### src/hdl/bse_pkg.sv
// Bitmap set engine: shared widths and command codes.
// No dependencies; imported everywhere except bse_ram.
package bse_pkg;

   localparam int WORD_W  = 64;
   localparam int CMD_W   = 4;
   localparam int ELEM_W  = 8;
   localparam int COUNT_W = 9;
   localparam int BIT_W   = 6;
   localparam int POP_W   = 7;

   typedef enum logic [CMD_W-1:0] {
      CMD_CLEAR     = 4'd0,
      CMD_INSERT    = 4'd1,
      CMD_REMOVE    = 4'd2,
      CMD_TEST      = 4'd3,
      CMD_MIN       = 4'd4,
      CMD_MAX       = 4'd5,
      CMD_UNION     = 4'd6,
      CMD_INTERSECT = 4'd7,
      CMD_DIFF      = 4'd8,
      CMD_COPY      = 4'd9,
      CMD_EQUAL     = 4'd10,
      CMD_COUNT     = 4'd11
   } cmd_type;

endpackage

### src/hdl/bse_if.sv
// Bitmap set engine: valid/ready channel interfaces for commands and results.
// Depends on bse_pkg.
interface bse_req_if import bse_pkg::*; ();
   logic              valid;
   logic              ready;
   logic [CMD_W-1:0]  cmd;
   logic              set_select;
   logic [ELEM_W-1:0] element;

   modport source (output valid, cmd, set_select, element, input ready);
   modport sink   (input valid, cmd, set_select, element, output ready);
endinterface

interface bse_rsp_if import bse_pkg::*; ();
   logic               valid;
   logic               ready;
   logic               found;
   logic [ELEM_W-1:0]  element_out;
   logic [COUNT_W-1:0] member_count;
   logic               is_empty;

   modport source (output valid, found, element_out, member_count, is_empty, input ready);
   modport sink   (input valid, found, element_out, member_count, is_empty, output ready);
endinterface

### src/hdl/bitmap_set_engine_core.sv
// Bitmap set engine top level: command sequencer around two bitmap RAMs.
// Depends on bse_pkg, bse_if, bse_ram and bse_popcnt.
//
// Usage:
//   req_chan carries one command (cmd, set_select, element) per transfer;
//   rsp_chan returns exactly one result per command, in order.
//   Each set lives in its own RAM of (SET_SIZE+63)/64 words of 64 bits.
//   One command is worked at a time. Clear, count and unused codes go
//   straight to the result; insert, remove and test read the element's
//   word, and insert and remove write it back; min, max, union, intersect,
//   difference, copy and equal walk over the words at one RAM read per
//   cycle, and union, intersect and difference drain the popcount pipeline.
//   A new command can be taken in the cycle after the result is registered.
//   The result register holds while rsp_chan.ready is low; the sequencer
//   still takes one more command, then waits with its finished result and
//   takes no new command. Reset empties both sets at once through per-word
//   valid bits and zeroes the member counts; no clearing pass is needed.
module bitmap_set_engine_core import bse_pkg::*; #(
   parameter int SET_SIZE = 256
) (
   input  logic        clock,
   input  logic        reset,
   bse_req_if.sink     req_chan,
   bse_rsp_if.source   rsp_chan
);

   localparam int WORDS = (SET_SIZE + WORD_W - 1) / WORD_W;
   localparam int WAW   = (WORDS > 1) ? $clog2(WORDS) : 1;
   localparam int CNT_W = $clog2(WORDS + 1);
   localparam int CMP_W = 13;

   typedef enum logic [2:0] {ST_IDLE, ST_ELEM, ST_WALK, ST_ENC, ST_FIN} state_type;

   function automatic logic [BIT_W-1:0] low_one(input logic [WORD_W-1:0] w);
      logic [BIT_W-1:0] pos;
      pos = '0;
      for (int i = WORD_W - 1; i >= 0; i--) begin
         if (w[i]) pos = BIT_W'(i);
      end
      return pos;
   endfunction

   function automatic logic [BIT_W-1:0] high_one(input logic [WORD_W-1:0] w);
      logic [BIT_W-1:0] pos;
      pos = '0;
      for (int i = 0; i < WORD_W; i++) begin
         if (w[i]) pos = BIT_W'(i);
      end
      return pos;
   endfunction

   state_type          state_ff, state_in;
   cmd_type            cmd_ff, cmd_in;
   logic               sel_ff, sel_in;
   logic [ELEM_W-1:0]  elem_ff, elem_in;
   logic               range_ff, range_in;
   logic [CNT_W-1:0]   issue_ff, issue_in;
   logic               pend_ff, pend_in;
   logic [WAW-1:0]     pidx_ff, pidx_in;
   logic               pvld0_ff, pvld0_in, pvld1_ff, pvld1_in;
   logic [WORDS-1:0]   valid0_ff, valid0_in, valid1_ff, valid1_in;
   logic [COUNT_W-1:0] count_ff [2];
   logic [COUNT_W-1:0] count_in [2];
   logic [COUNT_W-1:0] acc_ff, acc_in;
   logic               hit_ff, hit_in;
   logic [WORD_W-1:0]  edge_word_ff, edge_word_in;
   logic [WAW-1:0]     edge_idx_ff, edge_idx_in;
   logic               eq_ff, eq_in;
   logic               found_ff, found_in;
   logic [ELEM_W-1:0]  eout_ff, eout_in;
   logic               rsp_valid_ff, rsp_valid_in;
   logic               rsp_found_ff, rsp_found_in;
   logic [ELEM_W-1:0]  rsp_elem_ff, rsp_elem_in;
   logic [COUNT_W-1:0] rsp_count_ff, rsp_count_in;
   logic               rsp_empty_ff, rsp_empty_in;

   logic               rd_en;
   logic [WAW-1:0]     rd_addr;
   logic               wr_en;
   logic [WAW-1:0]     wr_addr;
   logic [WORD_W-1:0]  wr_data;
   logic [WORD_W-1:0]  q0, q1, d0, d1, dsel;
   logic               pc_valid, pc_out_valid, pc_busy;
   logic [POP_W-1:0]   pc_count;
   logic               accept;
   logic [WAW-1:0]     req_word;
   logic [WORD_W-1:0]  bit_mask;
   logic               member;
   logic [WAW-1:0]     walk_addr;
   logic               walk_done;

   assign accept   = req_chan.valid & req_chan.ready;
   assign req_word = WAW'(req_chan.element >> BIT_W);
   assign d0       = pvld0_ff ? q0 : '0;
   assign d1       = pvld1_ff ? q1 : '0;
   assign dsel     = sel_ff ? d1 : d0;
   assign bit_mask = WORD_W'(1) << elem_ff[BIT_W-1:0];
   assign member   = range_ff & (|(dsel & bit_mask));
   assign walk_addr = (cmd_ff == CMD_MAX) ? (WAW'(WORDS - 1) - issue_ff[WAW-1:0])
                                          : issue_ff[WAW-1:0];
   assign walk_done = (issue_ff == CNT_W'(WORDS)) & ~pend_ff & ~pc_busy;

   always_comb begin
      state_in     = state_ff;
      cmd_in       = cmd_ff;
      sel_in       = sel_ff;
      elem_in      = elem_ff;
      range_in     = range_ff;
      issue_in     = issue_ff;
      pend_in      = 1'b0;
      pidx_in      = pidx_ff;
      pvld0_in     = pvld0_ff;
      pvld1_in     = pvld1_ff;
      valid0_in    = valid0_ff;
      valid1_in    = valid1_ff;
      count_in     = count_ff;
      acc_in       = acc_ff;
      hit_in       = hit_ff;
      edge_word_in = edge_word_ff;
      edge_idx_in  = edge_idx_ff;
      eq_in        = eq_ff;
      found_in     = found_ff;
      eout_in      = eout_ff;
      rsp_valid_in = rsp_valid_ff & ~rsp_chan.ready;
      rsp_found_in = rsp_found_ff;
      rsp_elem_in  = rsp_elem_ff;
      rsp_count_in = rsp_count_ff;
      rsp_empty_in = rsp_empty_ff;
      rd_en        = 1'b0;
      rd_addr      = walk_addr;
      wr_en        = 1'b0;
      wr_addr      = pidx_ff;
      wr_data      = '0;
      pc_valid     = 1'b0;

      if (pc_out_valid) begin
         acc_in = acc_ff + COUNT_W'(pc_count);
      end

      unique case (state_ff)
         ST_IDLE: begin
            if (accept) begin
               cmd_in   = cmd_type'(req_chan.cmd);
               sel_in   = req_chan.set_select;
               elem_in  = req_chan.element;
               range_in = CMP_W'(req_chan.element) < CMP_W'(SET_SIZE);
               issue_in = '0;
               acc_in   = '0;
               hit_in   = 1'b0;
               eq_in    = 1'b1;
               found_in = 1'b0;
               eout_in  = '0;
               rd_en    = 1'b1;
               rd_addr  = req_word;
               pvld0_in = valid0_ff[req_word];
               pvld1_in = valid1_ff[req_word];
               case (cmd_type'(req_chan.cmd))
                  CMD_CLEAR: begin
                     if (req_chan.set_select) valid1_in = '0;
                     else valid0_in = '0;
                     count_in[req_chan.set_select] = '0;
                     state_in = ST_FIN;
                  end
                  CMD_INSERT, CMD_REMOVE, CMD_TEST: begin
                     state_in = ST_ELEM;
                  end
                  CMD_COPY: begin
                     count_in[req_chan.set_select] = count_ff[~req_chan.set_select];
                     state_in = ST_WALK;
                  end
                  CMD_MIN, CMD_MAX, CMD_UNION, CMD_INTERSECT, CMD_DIFF, CMD_EQUAL: begin
                     state_in = ST_WALK;
                  end
                  default: begin
                     state_in = ST_FIN;
                  end
               endcase
            end
         end
         ST_ELEM: begin
            wr_addr = WAW'(elem_ff >> BIT_W);
            case (cmd_ff)
               CMD_TEST: found_in = member;
               CMD_INSERT: begin
                  if (range_ff && !member) begin
                     wr_en   = 1'b1;
                     wr_data = dsel | bit_mask;
                     count_in[sel_ff] = count_ff[sel_ff] + COUNT_W'(1);
                  end
               end
               CMD_REMOVE: begin
                  if (member) begin
                     wr_en   = 1'b1;
                     wr_data = dsel & ~bit_mask;
                     count_in[sel_ff] = count_ff[sel_ff] - COUNT_W'(1);
                  end
               end
               default: ;
            endcase
            state_in = ST_FIN;
         end
         ST_WALK: begin
            if (issue_ff != CNT_W'(WORDS)) begin
               rd_en    = 1'b1;
               pend_in  = 1'b1;
               pidx_in  = walk_addr;
               pvld0_in = valid0_ff[walk_addr];
               pvld1_in = valid1_ff[walk_addr];
               issue_in = issue_ff + CNT_W'(1);
            end
            if (pend_ff) begin
               case (cmd_ff)
                  CMD_MIN, CMD_MAX: begin
                     if (!hit_ff && dsel != '0) begin
                        hit_in       = 1'b1;
                        edge_word_in = dsel;
                        edge_idx_in  = pidx_ff;
                     end
                  end
                  CMD_UNION: begin
                     wr_en    = 1'b1;
                     wr_data  = d0 | d1;
                     pc_valid = 1'b1;
                  end
                  CMD_INTERSECT: begin
                     wr_en    = 1'b1;
                     wr_data  = d0 & d1;
                     pc_valid = 1'b1;
                  end
                  CMD_DIFF: begin
                     wr_en    = 1'b1;
                     wr_data  = d0 & ~d1;
                     pc_valid = 1'b1;
                  end
                  CMD_COPY: begin
                     wr_en   = 1'b1;
                     wr_data = sel_ff ? d0 : d1;
                  end
                  CMD_EQUAL: begin
                     if (d0 != d1) eq_in = 1'b0;
                  end
                  default: ;
               endcase
            end
            if (walk_done) begin
               case (cmd_ff)
                  CMD_MIN, CMD_MAX: state_in = ST_ENC;
                  CMD_UNION, CMD_INTERSECT, CMD_DIFF: begin
                     count_in[sel_ff] = acc_ff;
                     state_in = ST_FIN;
                  end
                  CMD_EQUAL: begin
                     found_in = eq_ff;
                     state_in = ST_FIN;
                  end
                  default: state_in = ST_FIN;
               endcase
            end
         end
         ST_ENC: begin
            if (hit_ff) begin
               eout_in = ELEM_W'({edge_idx_ff, (cmd_ff == CMD_MAX) ? high_one(edge_word_ff)
                                                                  : low_one(edge_word_ff)});
            end
            state_in = ST_FIN;
         end
         ST_FIN: begin
            if (!rsp_valid_ff || rsp_chan.ready) begin
               rsp_valid_in = 1'b1;
               rsp_found_in = found_ff;
               rsp_elem_in  = eout_ff;
               rsp_count_in = count_ff[sel_ff];
               rsp_empty_in = (count_ff[sel_ff] == '0);
               state_in     = ST_IDLE;
            end
         end
         default: state_in = ST_IDLE;
      endcase

      if (wr_en) begin
         if (sel_ff) valid1_in[wr_addr] = 1'b1;
         else valid0_in[wr_addr] = 1'b1;
      end
   end

   always_ff @(posedge clock) begin
      if (reset) begin
         state_ff     <= ST_IDLE;
         valid0_ff    <= '0;
         valid1_ff    <= '0;
         count_ff[0]  <= '0;
         count_ff[1]  <= '0;
         pend_ff      <= 1'b0;
         rsp_valid_ff <= 1'b0;
      end else begin
         state_ff     <= state_in;
         valid0_ff    <= valid0_in;
         valid1_ff    <= valid1_in;
         count_ff     <= count_in;
         pend_ff      <= pend_in;
         rsp_valid_ff <= rsp_valid_in;
      end
      cmd_ff       <= cmd_in;
      sel_ff       <= sel_in;
      elem_ff      <= elem_in;
      range_ff     <= range_in;
      issue_ff     <= issue_in;
      pidx_ff      <= pidx_in;
      pvld0_ff     <= pvld0_in;
      pvld1_ff     <= pvld1_in;
      acc_ff       <= acc_in;
      hit_ff       <= hit_in;
      edge_word_ff <= edge_word_in;
      edge_idx_ff  <= edge_idx_in;
      eq_ff        <= eq_in;
      found_ff     <= found_in;
      eout_ff      <= eout_in;
      rsp_found_ff <= rsp_found_in;
      rsp_elem_ff  <= rsp_elem_in;
      rsp_count_ff <= rsp_count_in;
      rsp_empty_ff <= rsp_empty_in;
   end

   bse_ram #(.WIDTH(WORD_W), .DEPTH(WORDS)) u_ram0 (
      .clock   (clock),
      .wr_en   (wr_en & ~sel_ff),
      .wr_addr (wr_addr),
      .wr_data (wr_data),
      .rd_en   (rd_en),
      .rd_addr (rd_addr),
      .rd_data (q0)
   );

   bse_ram #(.WIDTH(WORD_W), .DEPTH(WORDS)) u_ram1 (
      .clock   (clock),
      .wr_en   (wr_en & sel_ff),
      .wr_addr (wr_addr),
      .wr_data (wr_data),
      .rd_en   (rd_en),
      .rd_addr (rd_addr),
      .rd_data (q1)
   );

   bse_popcnt u_popcnt (
      .clock     (clock),
      .reset     (reset),
      .in_valid  (pc_valid),
      .in_word   (wr_data),
      .out_valid (pc_out_valid),
      .out_count (pc_count),
      .busy      (pc_busy)
   );

   assign req_chan.ready        = (state_ff == ST_IDLE);
   assign rsp_chan.valid        = rsp_valid_ff;
   assign rsp_chan.found        = rsp_found_ff;
   assign rsp_chan.element_out  = rsp_elem_ff;
   assign rsp_chan.member_count = rsp_count_ff;
   assign rsp_chan.is_empty     = rsp_empty_ff;

endmodule

### src/hdl/bse_ram.sv
// Bitmap set engine: generic single-port-write, single-port-read RAM.
// Registered read data. No package dependencies.
module bse_ram #(
   parameter int WIDTH = 64,
   parameter int DEPTH = 4
) (
   input  logic                                    clock,
   input  logic                                    wr_en,
   input  logic [(DEPTH > 1 ? $clog2(DEPTH) : 1)-1:0] wr_addr,
   input  logic [WIDTH-1:0]                        wr_data,
   input  logic                                    rd_en,
   input  logic [(DEPTH > 1 ? $clog2(DEPTH) : 1)-1:0] rd_addr,
   output logic [WIDTH-1:0]                        rd_data
);

   logic [WIDTH-1:0] mem_ff [DEPTH];
   logic [WIDTH-1:0] rd_data_ff;

   always_ff @(posedge clock) begin
      if (wr_en) begin
         mem_ff[wr_addr] <= wr_data;
      end
      if (rd_en) begin
         rd_data_ff <= mem_ff[rd_addr];
      end
   end

   assign rd_data = rd_data_ff;

endmodule

### src/hdl/bse_popcnt.sv
// Bitmap set engine: two-stage population count of one 64-bit word.
// Depends on bse_pkg.
module bse_popcnt import bse_pkg::*; (
   input  logic              clock,
   input  logic              reset,
   input  logic              in_valid,
   input  logic [WORD_W-1:0] in_word,
   output logic              out_valid,
   output logic [POP_W-1:0]  out_count,
   output logic              busy
);

   localparam int PARTS = 4;
   localparam int PART_W = WORD_W / PARTS;
   localparam int PCNT_W = 5;

   function automatic logic [PCNT_W-1:0] pop16(input logic [PART_W-1:0] w);
      logic [PCNT_W-1:0] n;
      n = '0;
      for (int i = 0; i < PART_W; i++) begin
         n = n + PCNT_W'(w[i]);
      end
      return n;
   endfunction

   logic              s1_valid_ff, s1_valid_in;
   logic [PCNT_W-1:0] part_ff [PARTS];
   logic [PCNT_W-1:0] part_in [PARTS];
   logic              out_valid_ff, out_valid_in;
   logic [POP_W-1:0]  count_ff, count_in;

   always_comb begin
      s1_valid_in  = in_valid;
      out_valid_in = s1_valid_ff;
      for (int p = 0; p < PARTS; p++) begin
         part_in[p] = pop16(in_word[p*PART_W +: PART_W]);
      end
      count_in = POP_W'(part_ff[0]) + POP_W'(part_ff[1])
               + POP_W'(part_ff[2]) + POP_W'(part_ff[3]);
   end

   always_ff @(posedge clock) begin
      if (reset) begin
         s1_valid_ff  <= 1'b0;
         out_valid_ff <= 1'b0;
      end else begin
         s1_valid_ff  <= s1_valid_in;
         out_valid_ff <= out_valid_in;
      end
      part_ff  <= part_in;
      count_ff <= count_in;
   end

   assign out_valid = out_valid_ff;
   assign out_count = count_ff;
   assign busy      = s1_valid_ff | out_valid_ff;

endmodule

### src/flat_wrapper.sv
// flat-port wrapper written by rule: the top's interface ports become plain ports
module bitmap_set_engine_core_flat import bse_pkg::*;
#(
   parameter int SET_SIZE = 256
)
  (clock, reset, req_chan_valid, req_chan_cmd, req_chan_set_select, req_chan_element, req_chan_ready, rsp_chan_valid, rsp_chan_found, rsp_chan_element_out, rsp_chan_member_count, rsp_chan_is_empty, rsp_chan_ready);
  bse_req_if req_chan_i ();
  bse_rsp_if rsp_chan_i ();
  input  logic clock;
  input  logic reset;
  input wire logic [$bits(req_chan_i.valid)-1:0] req_chan_valid;
  input wire logic [$bits(req_chan_i.cmd)-1:0] req_chan_cmd;
  input wire logic [$bits(req_chan_i.set_select)-1:0] req_chan_set_select;
  input wire logic [$bits(req_chan_i.element)-1:0] req_chan_element;
  output wire logic [$bits(req_chan_i.ready)-1:0] req_chan_ready;
  output wire logic [$bits(rsp_chan_i.valid)-1:0] rsp_chan_valid;
  output wire logic [$bits(rsp_chan_i.found)-1:0] rsp_chan_found;
  output wire logic [$bits(rsp_chan_i.element_out)-1:0] rsp_chan_element_out;
  output wire logic [$bits(rsp_chan_i.member_count)-1:0] rsp_chan_member_count;
  output wire logic [$bits(rsp_chan_i.is_empty)-1:0] rsp_chan_is_empty;
  input wire logic [$bits(rsp_chan_i.ready)-1:0] rsp_chan_ready;
  assign req_chan_i.valid = req_chan_valid;
  assign req_chan_i.cmd = req_chan_cmd;
  assign req_chan_i.set_select = req_chan_set_select;
  assign req_chan_i.element = req_chan_element;
  assign req_chan_ready = req_chan_i.ready;
  assign rsp_chan_valid = rsp_chan_i.valid;
  assign rsp_chan_found = rsp_chan_i.found;
  assign rsp_chan_element_out = rsp_chan_i.element_out;
  assign rsp_chan_member_count = rsp_chan_i.member_count;
  assign rsp_chan_is_empty = rsp_chan_i.is_empty;
  assign rsp_chan_i.ready = rsp_chan_ready;
  bitmap_set_engine_core #(.SET_SIZE(SET_SIZE)) u_core (.clock(clock), .reset(reset), .req_chan(req_chan_i), .rsp_chan(rsp_chan_i));
endmodule
### config.mk
export PLATFORM = sky130hd
export DESIGN_NAME = bitmap_set_engine_core_flat
export DESIGN_NICKNAME = d
export VERILOG_FILES = /design/src/hdl/bse_pkg.sv /design/src/hdl/bse_if.sv /design/src/hdl/bitmap_set_engine_core.sv /design/src/hdl/bse_ram.sv /design/src/hdl/bse_popcnt.sv /design/src/flat_wrapper.sv
export SDC_FILE = /design/constraint.sdc
export NUM_CORES = 2
export LEC_CHECK = 0
export BUFFER_PORTS_ARGS = -buffer_cell sky130_fd_sc_hd__buf_4
export CORE_AREA = 2 2 266 268
export DETAILED_ROUTE_END_ITERATION = 8
export DIE_AREA = 0 0 268 270
export PLACE_DENSITY = 0.76
export SYNTH_ARGS = -nofsm -noshare
export SYNTH_HDL_FRONTEND = slang
export SYNTH_SLANG_ARGS = --single-unit
### constraint.sdc
create_clock -name clock -period 7.14 [get_ports clock]
set_input_delay 0.714 -clock clock [delete_from_list [all_inputs] [get_ports clock]]
set_output_delay 0.714 -clock clock [all_outputs]
set_load 0.05 [all_outputs]
==> impl_metrics.ini <==
[outcome]
status = completed

[floorplanning]
initial_core_util = 0.5649
die_w_um = 268
die_h_um = 270
ios = 38
core-area_um2 = 69540
rows = 97
die_area_um2 = 72360

[final_layout]
final_cell_mix = 756 x edfxtp_1, 273 x buf_4, 256 x nand2_1
diodes = 0
final_common_cell = edfxtp_1
finalNonFillerCells = 4156
area_growth_syn_to_layout_pct = 14.02
finish.net_count = 3318
nFillCells = 5029
drive_gt1_frac = 0.1803

[global_routing]
grt_pass1_wl_mm = 178.4
grt_use_total = 0.3401
grt_max_degree = 71
grt.overflow.total = 0
antenna_found_initial = 7
grt_pass1_vias = 26860

[yosys]
synth_top_flop_cell = edfxtp_1
yosysWarnings = 0
syn_nets = 3108
yosysUniqueCellTypes = 79
netlist_instances = 2938
avgSynthCellArea_um2 = 13.37
synth_seq_cells = 825
ys_seq_area_frac = 0.6131
synth-async-reset-ratio = 0
syn_area_um2 = 39280
synth_edf_count = 756

[sta]
rsz0062_at_grt = no
holdWs_ps = 280.6
drv_slew = 0
hold_viol = 0
setup_viol = 0
fin_crit_sh = 0.9661
final.min_clock_period_ps = 6898
skew_ps = 20.96
tightestPinTransition_ps = 1180
timing.slew.headroom = 0.2050
max_freq_mhz = 145.0

[critical_path]
crit_path_end_kind = flop
critical-path-max-stage-delay_ps = 610
worstPathRequired_ps = 7720
critPathBufInv = 9
cp.arrival_ps = 7470
crit_path_cell_trace = buf_4 -> o21ai_0 -> a221oi_1 -> buf_4 -> nor4_1 -> nor3_1 -> buf_4 -> nand3_2 -> buf_4 -> a21oi_4 -> buf_12 -> buf_4 -> o21ai_0 -> fa_1 -> inv_1 -> fa_1 -> fa_1 -> fa_1 -> inv_1 -> ha_1 -> inv_1 -> fa_1 -> nor2b_1 -> o21a_1
cpLargestDelayFamily = adder cells
worstSetupStartpointType = flop
crit_slowest_cell = o21ai_0
critPathMaxFanout = 48
criticalPathCategory = flop to flop

[route]
drt-total-wl_mm = 121.0
antenna_left = 0
wl_per_cell_um = 29.12
dr.pass1.iters = 6
via_per_inst = 6.545
vias = 27200
drt_iter0_drc = 3533
drc = 0

[clocking]
cts.path.max_buffers = 3
cts_buffers = 81
clk_pin_slew_worst_paths_ps = 60
cts-root-buf = clkbuf_16
cts.sinks = 825
cts_hold_buf = 0
cts_max_level = 3
cts_tree = built
clkLatencyLatePin_ps = 650

[power_and_ir_drop]
vdd_drop_max_uv = 260.5
cellPowerDensity_nw_per_um2 = 265.3
leakage_uw = 0.01474

[flow_run]
maxCapViolCount = 0

[worst_hold_path]
hold_path_class = input port to flop

[placement]
place_congestion = 1.064
dp_hpwl_mm = 83.75
port_buffers = 37
dpl.cell_count = 3996
## stage by stage
step           utilization  setup WS, ps  instance area [µm²]  total power (µW)  TNS (ps)
6_report            0.6441         242.1                44790             11880         0
3_3_place_gp        0.6051         64.57                42080              7731         0
2_1_floorplan            -        -139.1                39280              6930    -31920
4_1_cts             0.6429         132.6                44710             11900         0
3_5_place_dp        0.6051         137.0                42080              7748         0
5_1_grt             0.6441         57.00                44790             12240         0
## final timing paths
| path | end | from | slack, ps | depth (start not counted) |
|---|---|---|---|---|
| hold / removal | u_core.cmd_ff[1] | req_chan_cmd[1] | 280 | 1 |
| setup reg to reg | u_core.u_popcnt.part_ff[4] | u_core.sel_ff | 240 | 24 |
| setup / recovery | u_core.u_popcnt.part_ff[4] | u_core.sel_ff | 240 | 24 |
| hold reg to reg | u_core.rsp_chan.element_out[6] | u_core.eout_ff[6] | 420 | 0 |
## cell type report
type                    instances  area (µm²)  share of cell area
well taps                     940        1176             0.02626
flip-flops and latches        825       24080              0.5377
clock buffers                 107        2220             0.04956
inverters                     149       559.3             0.01249
clock inverters                44       407.9            0.009107
multi-input cells            1805       14030              0.3133
repair buffers                286        2310             0.05157
## per-layer routing
layer | up-vias | share of wire | global-route usage
li1 | 11680 | - | -
met1 | 13630 | 0.41 | 0.4838
met2 | 1619 | 0.47 | 0.5356
met3 | 271 | 0.084 | 0.04778
met4 | 4 | 0.042 | 0.1322
met5 | - | 0.00022 | 0
## Yosys cell counts (13+ instances only)
cell | number | area [µm²]
a21oi_1 | 203 | 1016
a22o_1 | 14 | 122.6
a22oi_1 | 14 | 105.1
buf_2 | 50 | 250.2
clkbuf_1 | 85 | 319.1
dfxtp_1 | 69 | 1381
edfxtp_1 | 756 | 22700
fa_1 | 51 | 1021
ha_1 | 102 | 1276
inv_1 | 147 | 551.8
mux2i_1 | 82 | 820.8
mux4_2 | 133 | 2995
nand2_1 | 258 | 968.4
nand2b_1 | 13 | 81.33
nand3_1 | 80 | 400.4
nand3b_1 | 23 | 172.7
nor2_1 | 188 | 705.7
nor3_1 | 39 | 195.2
nor4_1 | 53 | 331.6
o21a_1 | 44 | 330.3
o21ai_0 | 192 | 960.9
o22ai_1 | 72 | 450.4
o31ai_1 | 14 | 105.1
xnor2_1 | 25 | 219.0
## cell families after synthesis
| logic type | synth area share |
|---|---|
| flops | 0.6131 |
| buf+inv | 0.03313 |
| simple gates | 0.08750 |
| compound gates | 0.1037 |
| mux | 0.09743 |
| fa+ha+maj | 0.05848 |
| xor+xnor | 0.006689 |
## state kept, by name, summed over array words and instances, names as in the netlist, 2 cells and up
signal / count
u_core.u_ram0.mem_ff: 256
u_core.u_ram1.mem_ff: 256
u_core.edge_word_ff: 64
u_core.u_ram0.rd_data: 64
u_core.u_ram1.rd_data: 64
u_core.u_popcnt.part_ff: 20
u_core.count_ff: 18
u_core.acc_ff: 9
u_core.rsp_chan.member_count: 9
u_core.elem_ff: 8
u_core.eout_ff: 8
u_core.rsp_chan.element_out: 8
u_core.u_popcnt.out_count: 7
u_core.cmd_ff: 4
u_core.valid0_ff: 4
u_core.valid1_ff: 4
u_core.issue_ff: 3
u_core.state_ff: 3
u_core.edge_idx_ff: 2
u_core.pidx_ff: 2
## power breakdown
part | switching (µW) | internal (µW)
Clock | 1840 | 2340
Sequential | 146 | 5490
Combinational | 1390 | 682
Total | 3380 | 8510
## timing repair
action	CTS	global route
buffers inserted	0	9
gates resized for setup	1	11
setup endpoints to repair	1	10
Note: power is estimated with default switching activity, not from simulation.
